**config.mk**
```make
export PLATFORM = sky130hd
export DESIGN_NAME = etf_cfg_regs
export DESIGN_NICKNAME = d
export VERILOG_FILES = /design/src/hw/rtl/etf_pkg.sv /design/src/hw/rtl/etf_cfg_regs.sv
export SDC_FILE = /design/constraint.sdc
export NUM_CORES = 1
export LEC_CHECK = 0
export BUFFER_PORTS_ARGS = -buffer_cell sky130_fd_sc_hd__buf_2
export CORE_MARGIN = 4
export CORE_UTILIZATION = 35
export CTS_CLUSTER_SIZE = 16
export DETAILED_ROUTE_END_ITERATION = 6
export HOLD_SLACK_MARGIN = 0.12
export PLACE_DENSITY_LB_ADDON = 0.2
export SETUP_SLACK_MARGIN = 0.4
export SLEW_MARGIN = 20
export SYNTH_ARGS = -nofsm -noshare
export SYNTH_HDL_FRONTEND = slang
export SYNTH_SLANG_ARGS = --single-unit
export TNS_END_PERCENT = 100
```
**constraint.sdc**
```tcl
create_clock -name clk -period 1.5 [get_ports clk]
set_input_delay 0.375 -clock clk [delete_from_list [all_inputs] [get_ports clk]]
set_output_delay 0.375 -clock clk [all_outputs]
set_load 0.02 [all_outputs]
```
**src/hw/rtl/etf_pkg.sv**
```systemverilog
// Shared types, widths and constants for the escape-time fractal pixel block.
// Used by every module under hw/rtl; depends on nothing.
package etf_pkg;

  // Field and arithmetic widths.
  localparam int FRAC_BITS     = 28;
  localparam int INDEX_BITS    = 12;
  localparam int COUNT_BITS    = 16;
  localparam int VAL_BITS      = 32;
  localparam int STEP_BITS     = 31;
  localparam int CFG_IDX_BITS  = 3;
  localparam int CFG_DATA_BITS = 32;
  localparam int IN_DATA_BITS  = 24;
  localparam int OUT_DATA_BITS = 16;

  // Derived widths.
  localparam int PROD_BITS = 2 * VAL_BITS;
  localparam int SQ_BITS   = PROD_BITS - FRAC_BITS;
  localparam int XY_BITS   = PROD_BITS - FRAC_BITS + 1;
  localparam int SUM_BITS  = XY_BITS + 1;
  localparam int PC_BITS   = INDEX_BITS + STEP_BITS;
  localparam int C_BITS    = PC_BITS + 2;
  localparam int SAT_BITS  = (C_BITS > SUM_BITS) ? C_BITS : SUM_BITS;

  // Escape limit 4.0 in the sum's format.
  localparam logic signed [SUM_BITS-1:0] LIMIT = SUM_BITS'(4) << FRAC_BITS;
  localparam logic signed [SAT_BITS-1:0] SAT_HI = SAT_BITS'(2**(VAL_BITS-1) - 1);
  localparam logic signed [SAT_BITS-1:0] SAT_LO = -SAT_HI - SAT_BITS'(1);

  // Register indexes.
  localparam logic [CFG_IDX_BITS-1:0] REG_X_MIN    = 3'd0;
  localparam logic [CFG_IDX_BITS-1:0] REG_Y_MIN    = 3'd1;
  localparam logic [CFG_IDX_BITS-1:0] REG_X_STEP   = 3'd2;
  localparam logic [CFG_IDX_BITS-1:0] REG_Y_STEP   = 3'd3;
  localparam logic [CFG_IDX_BITS-1:0] REG_MAX_ITER = 3'd4;

  // Register reset values: -2.0, -2.0, 1/256, 1/256, 2048 rounds.
  localparam logic signed [VAL_BITS-1:0] X_MIN_RST    = -32'sd536870912;
  localparam logic signed [VAL_BITS-1:0] Y_MIN_RST    = -32'sd536870912;
  localparam logic [STEP_BITS-1:0]       X_STEP_RST   = 31'd1048576;
  localparam logic [STEP_BITS-1:0]       Y_STEP_RST   = 31'd1048576;
  localparam logic [COUNT_BITS-1:0]      MAX_ITER_RST = 16'd2048;

  typedef struct packed {
    logic signed [VAL_BITS-1:0] x_min;
    logic signed [VAL_BITS-1:0] y_min;
    logic [STEP_BITS-1:0]       x_step;
    logic [STEP_BITS-1:0]       y_step;
    logic [COUNT_BITS-1:0]      max_iterations;
  } etf_cfg_t;

  // Commands from the controller to the datapath.
  typedef struct packed {
    logic load_in;   // capture the pixel and form the step products
    logic calc_c;    // form c and start z = c, round zero
    logic mul;       // register the two squares and the cross product
    logic step;      // z = z*z + c, next round
    logic res_load;  // capture the result
    logic res_hit;   // result is the round count, otherwise zero
    logic out_load;  // move the result into the output register
  } etf_cmd_t;

  // Status from the datapath to the controller.
  typedef struct packed {
    logic escape;      // |z|^2 > 4 for the current products
    logic last_round;  // the current round is the last one allowed
    logic max_zero;    // no rounds allowed at all
  } etf_status_t;

  // Clamp to the signed value range.
  function automatic logic signed [VAL_BITS-1:0] sat_val(
    input logic signed [SAT_BITS-1:0] v
  );
    logic signed [VAL_BITS-1:0] r;
    if (v > SAT_HI) begin
      r = SAT_HI[VAL_BITS-1:0];
    end else if (v < SAT_LO) begin
      r = SAT_LO[VAL_BITS-1:0];
    end else begin
      r = v[VAL_BITS-1:0];
    end
    return r;
  endfunction

endpackage

```
**src/hw/rtl/etf_cfg_regs.sv**
```systemverilog
// Configuration register file of the escape-time fractal pixel block.
// Depends on etf_pkg.
module etf_cfg_regs (
  input  logic                                clk,
  input  logic                                rst_n,
  input  logic                                cfg_we,
  input  logic [etf_pkg::CFG_IDX_BITS-1:0]    cfg_addr,
  input  logic [etf_pkg::CFG_DATA_BITS-1:0]   cfg_wdata,
  output etf_pkg::etf_cfg_t                   cfg
);
  import etf_pkg::*;

  etf_cfg_t cfg_r;
  etf_cfg_t cfg_nxt;

  always_comb begin
    cfg_nxt = cfg_r;
    if (cfg_we) begin
      case (cfg_addr)
        REG_X_MIN:    cfg_nxt.x_min          = $signed(cfg_wdata[VAL_BITS-1:0]);
        REG_Y_MIN:    cfg_nxt.y_min          = $signed(cfg_wdata[VAL_BITS-1:0]);
        REG_X_STEP:   cfg_nxt.x_step         = cfg_wdata[STEP_BITS-1:0];
        REG_Y_STEP:   cfg_nxt.y_step         = cfg_wdata[STEP_BITS-1:0];
        REG_MAX_ITER: cfg_nxt.max_iterations = cfg_wdata[COUNT_BITS-1:0];
        default:      cfg_nxt = cfg_r;
      endcase
    end
  end

  always_ff @(posedge clk) begin
    if (!rst_n) begin
      cfg_r.x_min          <= X_MIN_RST;
      cfg_r.y_min          <= Y_MIN_RST;
      cfg_r.x_step         <= X_STEP_RST;
      cfg_r.y_step         <= Y_STEP_RST;
      cfg_r.max_iterations <= MAX_ITER_RST;
    end else begin
      cfg_r <= cfg_nxt;
    end
  end

  assign cfg = cfg_r;

endmodule

```
After elaboration in Yosys (flattened, before gate mapping)
Index checks and enable logic that the tools add are counted.
{"block": "totals", "regBits": 142, "inputBits": 38}
{"block": "op_classes", "n_eq_ne": 4, "n_reduce_logical": 6}
{"cell": "2-bit AND reduction", "count": 5}
{"cell": "3-bit by 2-bit == test with 1-bit output (second input constant)", "count": 2}
{"cell": "3-bit by 1-bit == test with 1-bit output (second input constant)", "count": 1}
{"cell": "3-bit == test (second input constant)", "count": 1}
{"cell": "3-bit logical NOT", "count": 1}

Depth between registers and ports, before layout
{"block": "depth", "word_depth": 2, "depth_mapped": 5, "depth_no_buf": 2}

Worst setup path before layout
No wires, ideal clock.
{"block": "synth_path", "kind": "input to register", "startpoint": "input port cfg_addr[0] (netlist bit)", "endpoint": "register cfg_r, in the netlist cfg[139]", "setup_ns": 0.121, "arrival_ns": 1.318, "required_ns": 1.379, "path_slack_ns": 0.061, "path_stages": 4, "cell_sequence": "buf_2 -> or4b_1 -> buf_6 -> mux2i_1"}
{"block": "synth_between", "elab_chain_cells": 2}
{"item": "from (decl)", "line_no": "etf_cfg_regs.sv:7", "rtl": "input logic [etf_pkg::CFG_IDX_BITS-1:0] cfg_addr,"}
{"item": "3-bit logical NOT", "line_no": "etf_cfg_regs.sv:19", "rtl": "case (cfg_addr)"}
{"item": "2-bit AND reduction (no source line)"}
{"item": "to (signal assigned)", "line_no": "etf_cfg_regs.sv:38", "rtl": "cfg_r <= cfg_nxt;"}
{"item": "to (decl)", "line_no": "etf_cfg_regs.sv:13", "rtl": "etf_cfg_t cfg_r;"}
Every way passes these cells.
A chain may end at the register's enable or synchronous reset.

Worst setup path after layout
{"block": "layout_path", "startpoint": "register cfg_r, in the netlist cfg[62]", "endpoint": "output port cfg[62] (netlist bit)"}
{"item": "to (decl)", "line_no": "etf_cfg_regs.sv:9", "rtl": "output etf_pkg::etf_cfg_t cfg"}
No word-level cell between the ends.

==> results.md <==
- Hold WC Path Type: input pin to flop
- Die width: 130 um
- Worst-Skew Late Latency: 410 ps
- Port-buffer cells: 179
- Outcome: complete, no violations
- Cell family with most CP delay: flip-flops
- DRT antenna net count: 0
- Fin. Hold Viols: 0
- CP endpoint kind: primary output
- Layout cells sized above 1: 55.9%
- Final slew viol count: 0
- Max cap viols: 0
- Final wirelength: 15.1 mm
- Slowest cell on crit path: dfxtp_2
- Pwr Total: 9.40 mW
- Drt via density: 4.70
- Area growth, synth to finish: 62.0%
- Global-route wire length before repair: 22.9 mm
- VDD IR-drop max: 0.000713 V
- Setup ws final: 238 ps
- CP Data Arrival Time: 890 ps
- Via count: 4313
- Met1 wire length: 6.23 mm
- Placed cells: 855
- FILL cells: 1214
- Post-DP HPWL: 9.90 mm
- DRC: 0
- Drt first pass iters: 4
- Hold_ws: 230 ps
- Worst-case clock buffer depth: 2
- Die ar.: 0.0170 mm^2
- Final min period: 1260 ps
- CTS tree: built
- CTS Buf Count: 17
- Post-layout util: 58.3%
- Clock Root Buffer: clkbuf_16
- Seq cells post-synth: 142
- Yosys warnings: 0
- Initial Utilization: 36.0%
- Core ar.: 0.0146 mm^2
- # rows: 44
- Crit share post-route: 84.1%
- Critical path buffer and inverter count: 1
- Clock Skew: 0 ps
- Largest net degree at the start of global routing: 50
- Worst endpoint required time: 1120 ps
- CTS sink count: 142
- Diode count: 0
- Nets: 758
- Syn_area_per_cell: 10.4 um^2
- Total negative setup slack: 0 ps
- RSZ-0062 raised after global routing: true
- Mapped Area: 0.00525 mm^2
- Htree depth: 4
- RD Place Congestion: 0.760
- Synth unique cells: 14
- Leakage power figure: 4.19 nW
- Syn nets: 545
- Worst-Margin Slew: 324 ps
- CP peak stage delay: 350 ps
- Register area share after synthesis: 54.1%
- Dpl ws: -18.6 ps
- Drt wl/cell: 16.5 um
- Cell count after synthesis: 507
- Clock transition at path regs: 60 ps
- Setup-failing EPs final: 0
- CP cell instances: buf_6
- Vias in the first global route: 4479
- Initial DRC Count: 147
- WL met2: 7.28 mm
- Crit Path Class: flop to primary output
- Fin cells: 917
- Uppermost layer routed: met5
- Initial antenna violation count: 1
- IO Pins: 180
- Grt total ovfl: 0
- Cell Pwr Density: 1110 mW/mm^2
- Total GRT Usage: 17.4%
- Largest register FFs: 142
- CP startpoint kind: flop
- Fmax: 793 MHz
- Die Y-Extent: 130 um
- Max FO, Critical Path: 2
- Cell Area, Placed: 0.00651 mm^2
- Post-route cell area: 0.00850 mm^2
- Slew HR: 78.4%
- Met3 routed WL: 1.30 mm
==> cells in the final DEF (no fill, tap or decap) <==
| master | instances |
|---|---|
| clkinv_4 | 2 |
| inv_6 | 2 |
| nor2b_1 | 14 |
| bufinv_16 | 5 |
| nor4bb_4 | 1 |
| buf_2 | 36 |
| nand2_1 | 164 |
| clkinv_2 | 2 |
| or4b_1 | 1 |
| clkbuf_8 | 2 |
| clkinvlp_4 | 2 |
| dfxtp_2 | 142 |
| mux2i_1 | 142 |
| buf_4 | 40 |
| clkbuf_16 | 19 |
| and4bb_2 | 1 |
| buf_6 | 143 |
| nand4bb_2 | 2 |
| nor4b_4 | 1 |
| nand4bb_1 | 1 |
| buf_12 | 10 |
| nand4b_1 | 1 |
==> logic make-up after synthesis <==
group	synth area share, %
flip-flops	54.1
buffers and inverters	3.50
multiplexers	27.1
AND/OR/NAND/NOR	15.3
==> report_power, final <==
part | internal (mW) | switching, mW
Clock | 3.05 | 1.64
Combinational | 0.370 | 0.405
Sequential | 3.87 | 0.0627
Total | 7.29 | 2.11
==> worst paths after layout <==
kind	startpoint	endpoint	slack, ps	cells past startpoint
hold / removal	cfg_wdata[31]	cfg[109]	230	3
setup reg to reg	cfg[100]	cfg[100]	640	4
setup / recovery	cfg[62]	cfg[62]	240	1
hold reg to reg	cfg[77]	cfg[77]	460	2
==> metal layers <==
layer | global-route usage (%) | up-vias
li1 | - | 2103
met1 | 19.8 | 2045
met2 | 28.8 | 136
met3 | 7.40 | 27
met4 | 7.08 | 2
met5 | 0 | -
==> cells in the mapped netlist <==
| master | count | area [um^2] |
|---|---|---|
| nor2b_1 | 14 | 87.6 |
| nand4bb_1 | 3 | 33.8 |
| nand4b_1 | 1 | 8.76 |
| mux2i_1 | 142 | 1420 |
| dfxtp_1 | 142 | 2840 |
| and4bb_2 | 1 | 12.5 |
| buf_6 | 1 | 11.3 |
| nand2_1 | 164 | 616 |
| or4b_1 | 1 | 10.0 |
| nor4b_4 | 1 | 23.8 |
| nor4bb_1 | 1 | 10.0 |
| buf_4 | 7 | 52.6 |
| clkbuf_1 | 20 | 75.1 |
| buf_2 | 9 | 45.0 |
==> final cells by class <==
cell class	instances	area [um^2]	area share, %
tap	184	230	2.71
multi-input combinational	328	2250	26.4
clock buffer	19	453	5.33
sequential	142	3020	35.5
clock inverter	13	210	2.47
timing repair buffer	231	2340	27.5
==> what timing repair did <==
action / CTS / global route
hold buffers: 0 / 0
setup buffers: 13 / 15
cloned: 0 / 2
pin swaps: 0 / 1
setup endpoints to repair: 142 / 148
resized for setup: 426 / 1
Power figures use the tool's default switching activity.
