### src/hw/rtl/etf_pkg.sv
// Shared types, widths and constants for the escape-time fractal pixel block.
// Used by every module under hw/rtl; depends on nothing.
package etf_pkg;

  // Field and arithmetic widths.
  localparam int FRAC_BITS     = 28;
  localparam int INDEX_BITS    = 12;
  localparam int COUNT_BITS    = 16;
  localparam int VAL_BITS      = 32;
  localparam int STEP_BITS     = 31;
  localparam int CFG_IDX_BITS  = 3;
  localparam int CFG_DATA_BITS = 32;
  localparam int IN_DATA_BITS  = 24;
  localparam int OUT_DATA_BITS = 16;

  // Derived widths.
  localparam int PROD_BITS = 2 * VAL_BITS;
  localparam int SQ_BITS   = PROD_BITS - FRAC_BITS;
  localparam int XY_BITS   = PROD_BITS - FRAC_BITS + 1;
  localparam int SUM_BITS  = XY_BITS + 1;
  localparam int PC_BITS   = INDEX_BITS + STEP_BITS;
  localparam int C_BITS    = PC_BITS + 2;
  localparam int SAT_BITS  = (C_BITS > SUM_BITS) ? C_BITS : SUM_BITS;

  // Escape limit 4.0 in the sum's format.
  localparam logic signed [SUM_BITS-1:0] LIMIT = SUM_BITS'(4) << FRAC_BITS;
  localparam logic signed [SAT_BITS-1:0] SAT_HI = SAT_BITS'(2**(VAL_BITS-1) - 1);
  localparam logic signed [SAT_BITS-1:0] SAT_LO = -SAT_HI - SAT_BITS'(1);

  // Register indexes.
  localparam logic [CFG_IDX_BITS-1:0] REG_X_MIN    = 3'd0;
  localparam logic [CFG_IDX_BITS-1:0] REG_Y_MIN    = 3'd1;
  localparam logic [CFG_IDX_BITS-1:0] REG_X_STEP   = 3'd2;
  localparam logic [CFG_IDX_BITS-1:0] REG_Y_STEP   = 3'd3;
  localparam logic [CFG_IDX_BITS-1:0] REG_MAX_ITER = 3'd4;

  // Register reset values: -2.0, -2.0, 1/256, 1/256, 2048 rounds.
  localparam logic signed [VAL_BITS-1:0] X_MIN_RST    = -32'sd536870912;
  localparam logic signed [VAL_BITS-1:0] Y_MIN_RST    = -32'sd536870912;
  localparam logic [STEP_BITS-1:0]       X_STEP_RST   = 31'd1048576;
  localparam logic [STEP_BITS-1:0]       Y_STEP_RST   = 31'd1048576;
  localparam logic [COUNT_BITS-1:0]      MAX_ITER_RST = 16'd2048;

  typedef struct packed {
    logic signed [VAL_BITS-1:0] x_min;
    logic signed [VAL_BITS-1:0] y_min;
    logic [STEP_BITS-1:0]       x_step;
    logic [STEP_BITS-1:0]       y_step;
    logic [COUNT_BITS-1:0]      max_iterations;
  } etf_cfg_t;

  // Commands from the controller to the datapath.
  typedef struct packed {
    logic load_in;   // capture the pixel and form the step products
    logic calc_c;    // form c and start z = c, round zero
    logic mul;       // register the two squares and the cross product
    logic step;      // z = z*z + c, next round
    logic res_load;  // capture the result
    logic res_hit;   // result is the round count, otherwise zero
    logic out_load;  // move the result into the output register
  } etf_cmd_t;

  // Status from the datapath to the controller.
  typedef struct packed {
    logic escape;      // |z|^2 > 4 for the current products
    logic last_round;  // the current round is the last one allowed
    logic max_zero;    // no rounds allowed at all
  } etf_status_t;

  // Clamp to the signed value range.
  function automatic logic signed [VAL_BITS-1:0] sat_val(
    input logic signed [SAT_BITS-1:0] v
  );
    logic signed [VAL_BITS-1:0] r;
    if (v > SAT_HI) begin
      r = SAT_HI[VAL_BITS-1:0];
    end else if (v < SAT_LO) begin
      r = SAT_LO[VAL_BITS-1:0];
    end else begin
      r = v[VAL_BITS-1:0];
    end
    return r;
  endfunction

endpackage

### src/hw/rtl/etf_ctrl.sv
// Controller state machine of the escape-time fractal pixel block.
// Depends on etf_pkg; drives the datapath by commands only.
module etf_ctrl (
  input  logic                 clk,
  input  logic                 rst_n,
  input  logic                 in_tvalid,
  output logic                 in_tready,
  output logic                 out_tvalid,
  input  logic                 out_tready,
  input  etf_pkg::etf_status_t status,
  output etf_pkg::etf_cmd_t    cmd
);
  import etf_pkg::*;

  typedef enum logic [4:0] {
    ST_IDLE  = 5'b00001,
    ST_SETUP = 5'b00010,
    ST_MUL   = 5'b00100,
    ST_TEST  = 5'b01000,
    ST_DONE  = 5'b10000
  } etf_state_t;

  etf_state_t state_r;
  etf_state_t state_nxt;
  logic       out_valid_r;
  logic       out_valid_nxt;

  always_comb begin
    state_nxt = state_r;
    cmd       = '0;
    in_tready = 1'b0;
    case (state_r)
      ST_IDLE: begin
        in_tready = 1'b1;
        if (in_tvalid) begin
          cmd.load_in = 1'b1;
          state_nxt   = ST_SETUP;
        end
      end
      ST_SETUP: begin
        cmd.calc_c = 1'b1;
        if (status.max_zero) begin
          cmd.res_load = 1'b1;
          state_nxt    = ST_DONE;
        end else begin
          state_nxt = ST_MUL;
        end
      end
      ST_MUL: begin
        cmd.mul   = 1'b1;
        state_nxt = ST_TEST;
      end
      ST_TEST: begin
        if (status.escape) begin
          cmd.res_load = 1'b1;
          cmd.res_hit  = 1'b1;
          state_nxt    = ST_DONE;
        end else if (status.last_round) begin
          cmd.res_load = 1'b1;
          state_nxt    = ST_DONE;
        end else begin
          cmd.step  = 1'b1;
          state_nxt = ST_MUL;
        end
      end
      ST_DONE: begin
        if (!out_valid_r || out_tready) begin
          cmd.out_load = 1'b1;
          state_nxt    = ST_IDLE;
        end
      end
      default: state_nxt = ST_IDLE;
    endcase
  end

  always_comb begin
    if (cmd.out_load) begin
      out_valid_nxt = 1'b1;
    end else if (out_tready) begin
      out_valid_nxt = 1'b0;
    end else begin
      out_valid_nxt = out_valid_r;
    end
  end

  always_ff @(posedge clk) begin
    if (!rst_n) begin
      state_r     <= ST_IDLE;
      out_valid_r <= 1'b0;
    end else begin
      state_r     <= state_nxt;
      out_valid_r <= out_valid_nxt;
    end
  end

  assign out_tvalid = out_valid_r;

`ifndef SYNTHESIS
  a_no_overwrite: assert property (@(posedge clk) disable iff (!rst_n)
    cmd.out_load |-> (!out_valid_r || out_tready))
    else $error("pending result overwritten");
  a_accept_setup: assert property (@(posedge clk) disable iff (!rst_n)
    (in_tvalid && in_tready) |=> (state_r == ST_SETUP))
    else $error("accepted pixel did not start setup");
  a_res_done: assert property (@(posedge clk) disable iff (!rst_n)
    cmd.res_load |=> (state_r == ST_DONE && !in_tready))
    else $error("result captured without waiting for output slot");
  a_round_loop: assert property (@(posedge clk) disable iff (!rst_n)
    cmd.step |-> (state_r == ST_TEST && !status.escape && !status.last_round))
    else $error("round advanced past escape or last round");
`endif

endmodule

### config.mk
export PLATFORM = sky130hd
export DESIGN_NAME = etf_ctrl
export DESIGN_NICKNAME = d
export VERILOG_FILES = /design/src/hw/rtl/etf_pkg.sv /design/src/hw/rtl/etf_ctrl.sv
export SDC_FILE = /design/constraint.sdc
export NUM_CORES = 1
export LEC_CHECK = 0
export ABC_AREA = 1
export BUFFER_PORTS_ARGS = -buffer_cell sky130_fd_sc_hd__buf_2
export CAP_MARGIN = 25
export CORE_AREA = 2 2 39 41
export CTS_CLUSTER_SIZE = 12
export DETAILED_ROUTE_END_ITERATION = 8
export DIE_AREA = 0 0 41 43
export SLEW_MARGIN = 30
export SYNTH_ARGS = -nofsm -noshare
export SYNTH_HDL_FRONTEND = slang
export SYNTH_SLANG_ARGS = --single-unit
### constraint.sdc
create_clock -name clk -period 2.8 [get_ports clk]
set_clock_uncertainty 0.1 [all_clocks]
set_input_delay 0.14 -clock clk [delete_from_list [all_inputs] [get_ports clk]]
set_output_delay 0.14 -clock clk [all_outputs]
set_load 0.01 [all_outputs]
==> Yosys cells after proc, flatten, opt, wreduce, memory -nomap -nowiden <==
Index checks and enable logic that the tools add are counted.
{ "op_classes": {"n_eq_ne": 7, "mux": 24, "reduce_logical": 4} }
{ "op_table": {"columns": ["op", "n"], "rows": [
  ["two-way mux 5 bit", 5],
  ["one-hot mux 5 bit (5 select lines)", 1],
  ["two-way mux 1 bit", 17],
  ["== test 5 x 1 -> 1 bit, second input constant", 1],
  ["== test 5 x 2 -> 1 bit, second input constant", 1],
  ["== test 5 x 3 -> 1 bit, second input constant", 1],
  ["== test 5 x 4 -> 1 bit, second input constant", 1],
  ["== test 5 bit, second input constant", 1],
  ["inequality test 2 bit, second input constant", 2],
  ["one-hot mux 1 bit (2 select lines)", 1],
  ["AND reduction 2 bit", 1],
  ["nonzero test 2 bit", 1],
  ["zero test 1 bit", 1],
  ["logical OR 1 bit", 1]
]} }
{ "word_totals": {"ff_bits": 6, "inputBits": 7, "out_inout_bits": 9, "elab_cells": 37} }

==> Logic depth before layout (Yosys ltp) <==
{ "logic_depth": {"depth_word": 5, "ltp_mapped": 7, "mapped_depth_nobuf": 7} }

==> Worst setup path after synthesis <==
No wires, ideal clock.
{ "synth_path": {"path_type": "reg2reg", "startpoint": "register state_r[0]", "endpoint": "register state_r[0]", "setup_ns": 0.116, "arrival_ns": 0.846, "t_required_ns": 2.584, "setup_slack_ns": 1.738, "path_stages_with_launch": 8, "n_path_buf": 0, "synth_period_minus_slack_ns": 1.062, "cell_sequence": "dfxtp_1 -> inv_2 -> nor2_2 -> nand3_2 -> nor2_2 -> nor2_1 -> nand2_2 -> nand3_2"} }
{ "synth_between": {"elab_chain_len": 3, "elab_cells_between_ends": 9, "cone_classes": "eq/ne: 7; mux: 1; reduce/logical: 1"} }
{ "synth_lines": {"columns": ["element", "line_no", "text"], "rows": [
  ["start: declaration", "etf_ctrl.sv:23", "etf_state_t state_r;"],
  ["start signal: assignment", "etf_ctrl.sv:91", "state_r <= state_nxt;"],
  ["== test 5 bit or == test 5 x 1 -> 1 bit (tied branches)", "etf_ctrl.sv:32", "case (state_r)"],
  ["inequality test 2 bit (no line)", null, null],
  ["AND reduction 2 bit (no line)", null, null]
]} }
Several ways; a longest one is shown, not always the timed one.
A chain may end at the register's enable or synchronous reset.

==> run summary <==
Run status: finished, final reports clean
Reg2Reg Depth: 6
Pins Over Slew Limit: 0
HP Class: in2reg
Gate power share: 0.217
Startpoint types: flip-flop
Vias in the first global route: 350
Distinct cells, synth: 15
Sink Count: 6
Post-Route WL: 768 um
Tmin final: 1413 ps
Number of I/O port buffers: 15
NetSw: 0.00006167 W
Yosys Warn Count: 0
Clock share of power: 0.352
Max frequency: 0.7079 GHz
Cell chain of the critical path: nor2_4 > nand3_2 > inv_2 > nand2_1 > nand2_1 > buf_2
Worst VDD drop: 0.1522 mV
Max_cap viols: 0
Die height: 43 um
Top cell type by total area after synthesis: dfxtp_1
Ant diodes: 0
CP delay by family, top: simple AND/OR/NAND/NOR gates
Max-slew headroom: 0.8638
Top-count cell post-synth: nor2_1
Cell area after synthesis: 395.4 um^2
Clock transition at path regs: 40 ps
Layout Cells excl Fill: 93
# setup viols final: 0
RR Endpoint: state_r[0]
Clock Root Buffer: clkbuf_4
I/O pin count: 16
Pre-antenna DRT Iters: 3
WP buf/inv: 2
Hold Vio Cnt, Final: 0
Placer Congestion: 0.7045
Die area: 0.001763 mm^2
Lkg Pwr: 0.2734 nW
Most common library cells after synthesis: 12 x nor2_1, 10 x inv_1, 7 x nand2_1
Internal power: 0.0001574 W
RSZ-0062 raised after global routing: no
Critical path type: reg2out
Most frequent CP cell: nand2_1
Worst Max-Slew Pin Slew: 203.5 ps
Hold Buf Count CTS: 1
GRT Util Overall: 0.1024
Core Area: 0.001384 mm^2
Syn-to-layout area delta: 28.48%
CTS buffer count: 3
Post-route clock period utilization: 0.5045
TritonCTS clock tree: yes
Post-Synthesis Cells: 60
Clock Path Buffers: 2
Worst reg2reg startpoint: state_r[3]
Inst Count DP: 89
Site Rows: 14
Setup TNS: 0 ps
DR vias/cell: 4.323
Syn_nets: 67
Sw frac: 0.2814
R2r setup slk: 1660 ps
Worst skew pair latency: 240 ps
Hold depth: 3
DRC: 0
First-pass GRT wire length: 1200 um
Crit path depth: 6
Main synth FF type: dfxtp_1
Initial antenna violation count: 0
Top cell type's share of synthesized area: 0.3038
Worst Hold Endpoint: state_r[1]
Nets: 86
Slowest CP cell: dfxtp_1
H-tree levels: 1
Sequential-to-total area share from yosys stat: 0.3038
Asr flop ratio synth: 0
Hold wc startpoint: in_tvalid
Largest net degree at the start of global routing: 6
Crit-path max cell delay: 330 ps
Initial DRC Count: 10
Drt wl/cell: 8.258 um
Initial Util: 0.2857
Die width: 41 um
CP required: 2560 ps
Postcts setup bufs: 0
Top post-synthesis cells by area: dfxtp_1 30%, nor2_1 11%, nand3_2 10%, inv_1 9.5%, nand2_1 6.6%
Sequential share of power: 0.430
Pwr per Cell Area: 431.3 mW/mm^2
Worst Path Max Fanout: 4
Worst path arrival time: 1170 ps
FF+latch count, synth: 6
Global route overflow: 0
Antenna Nets Post-Route: 0
Worst Setup End Kind: primary output
# resized after CTS: 0
EDFF count, synth: 0
Share of layout cells above drive strength 1: 0.4286
Via count: 402
Dpl hpwl: 656.5 um
Avg Synthesized Cell Area: 6.590 um^2
[cells in the final DEF, fill, tap and decap left out]
master         count
nor2_2             3
nand3_1            2
nor2_4             2
inv_2              4
dlygate4sd3_1      1
nor3_1             2
nor2_1            12
nand2_2            1
or2_2              1
nand4_1            2
a21oi_1            2
buf_2             15
nand3_2            4
nand2_1            7
dfxtp_1            6
clkbuf_4           3
inv_1             10
[sequential cells by signal, indices dropped and copies added, names as in the netlist]
register    cells
out_tvalid      1
state_r         5
[stage by stage]
step | setup WS, ps | hold slack (ps) | util | instance area (um^2) | total power (W)
2_1_floorplan | 1738 | 112.3 | - | 395.4 | 0.0001284
3_3_place_gp | 1655 | 248.4 | 0.3436 | 475.5 | 0.0001418
3_5_place_dp | 1631 | 249.8 | 0.3436 | 475.5 | 0.0001428
4_1_cts | 1368 | 60.03 | 0.3671 | 508.0 | 0.0002236
5_1_grt | 1310 | 66.84 | 0.3671 | 508.0 | 0.0002341
6_report | 1387 | 66.90 | 0.3671 | 508.0 | 0.0002191
[kinds of logic after synthesis]
kind of cell,Yosys count,share of synthesized area
and+or+nand+nor,36,0.5000
buffers and inverters,16,0.1709
DFF,6,0.3038
AOI/OAI and AO/OA,2,0.02532
[routing by layer]
metal  global-route usage  share of wire  vias to the layer above  routed length, um
met5                    0              0                        -                  0
met4               0.1000          0.027                        0                 21
met3              0.01571          0.061                        2                 47
met2               0.1688           0.46                       12                355
met1              0.09646           0.45                      173                344
li1                     -              -                      215                  -
[power by group through the flow]
stage / Combinational [W] / Clock (W) / Sequential (W)
3_5_place_dp: 0.0000469 / 0 / 0.0000959
3_3_place_gp: 0.0000461 / 0 / 0.0000957
4_1_cts: 0.0000482 / 0.0000811 / 0.0000944
5_1_grt: 0.0000543 / 0.0000852 / 0.0000946
6_report: 0.0000476 / 0.0000772 / 0.0000943
2_1_floorplan: 0.0000330 / 0 / 0.0000954
[final cells by class]
type	count	area, um^2
fillers	159	875.8
multi-input cells	38	207.7
well taps	16	20.02
repair buffers	16	85.08
clock buffers	3	22.52
inverters	14	52.55
flip-flops and latches	6	120.1
[worst max path at each step]
stage | from | end
after detailed placement | state_r[3] | cmd[2]
final | state_r[3] | cmd[2]
after CTS | state_r[3] | cmd[2]
after floorplan | state_r[0] | state_r[0]
after global placement | state_r[3] | cmd[2]
after global routing | state_r[0] | cmd[6]
[tightest hold or removal path, cell delays in order]
cell and delay [ps]:
buf_2 110, inv_1 60, nor3_1 50
No activity file was read; power rests on OpenSTA's default activity.
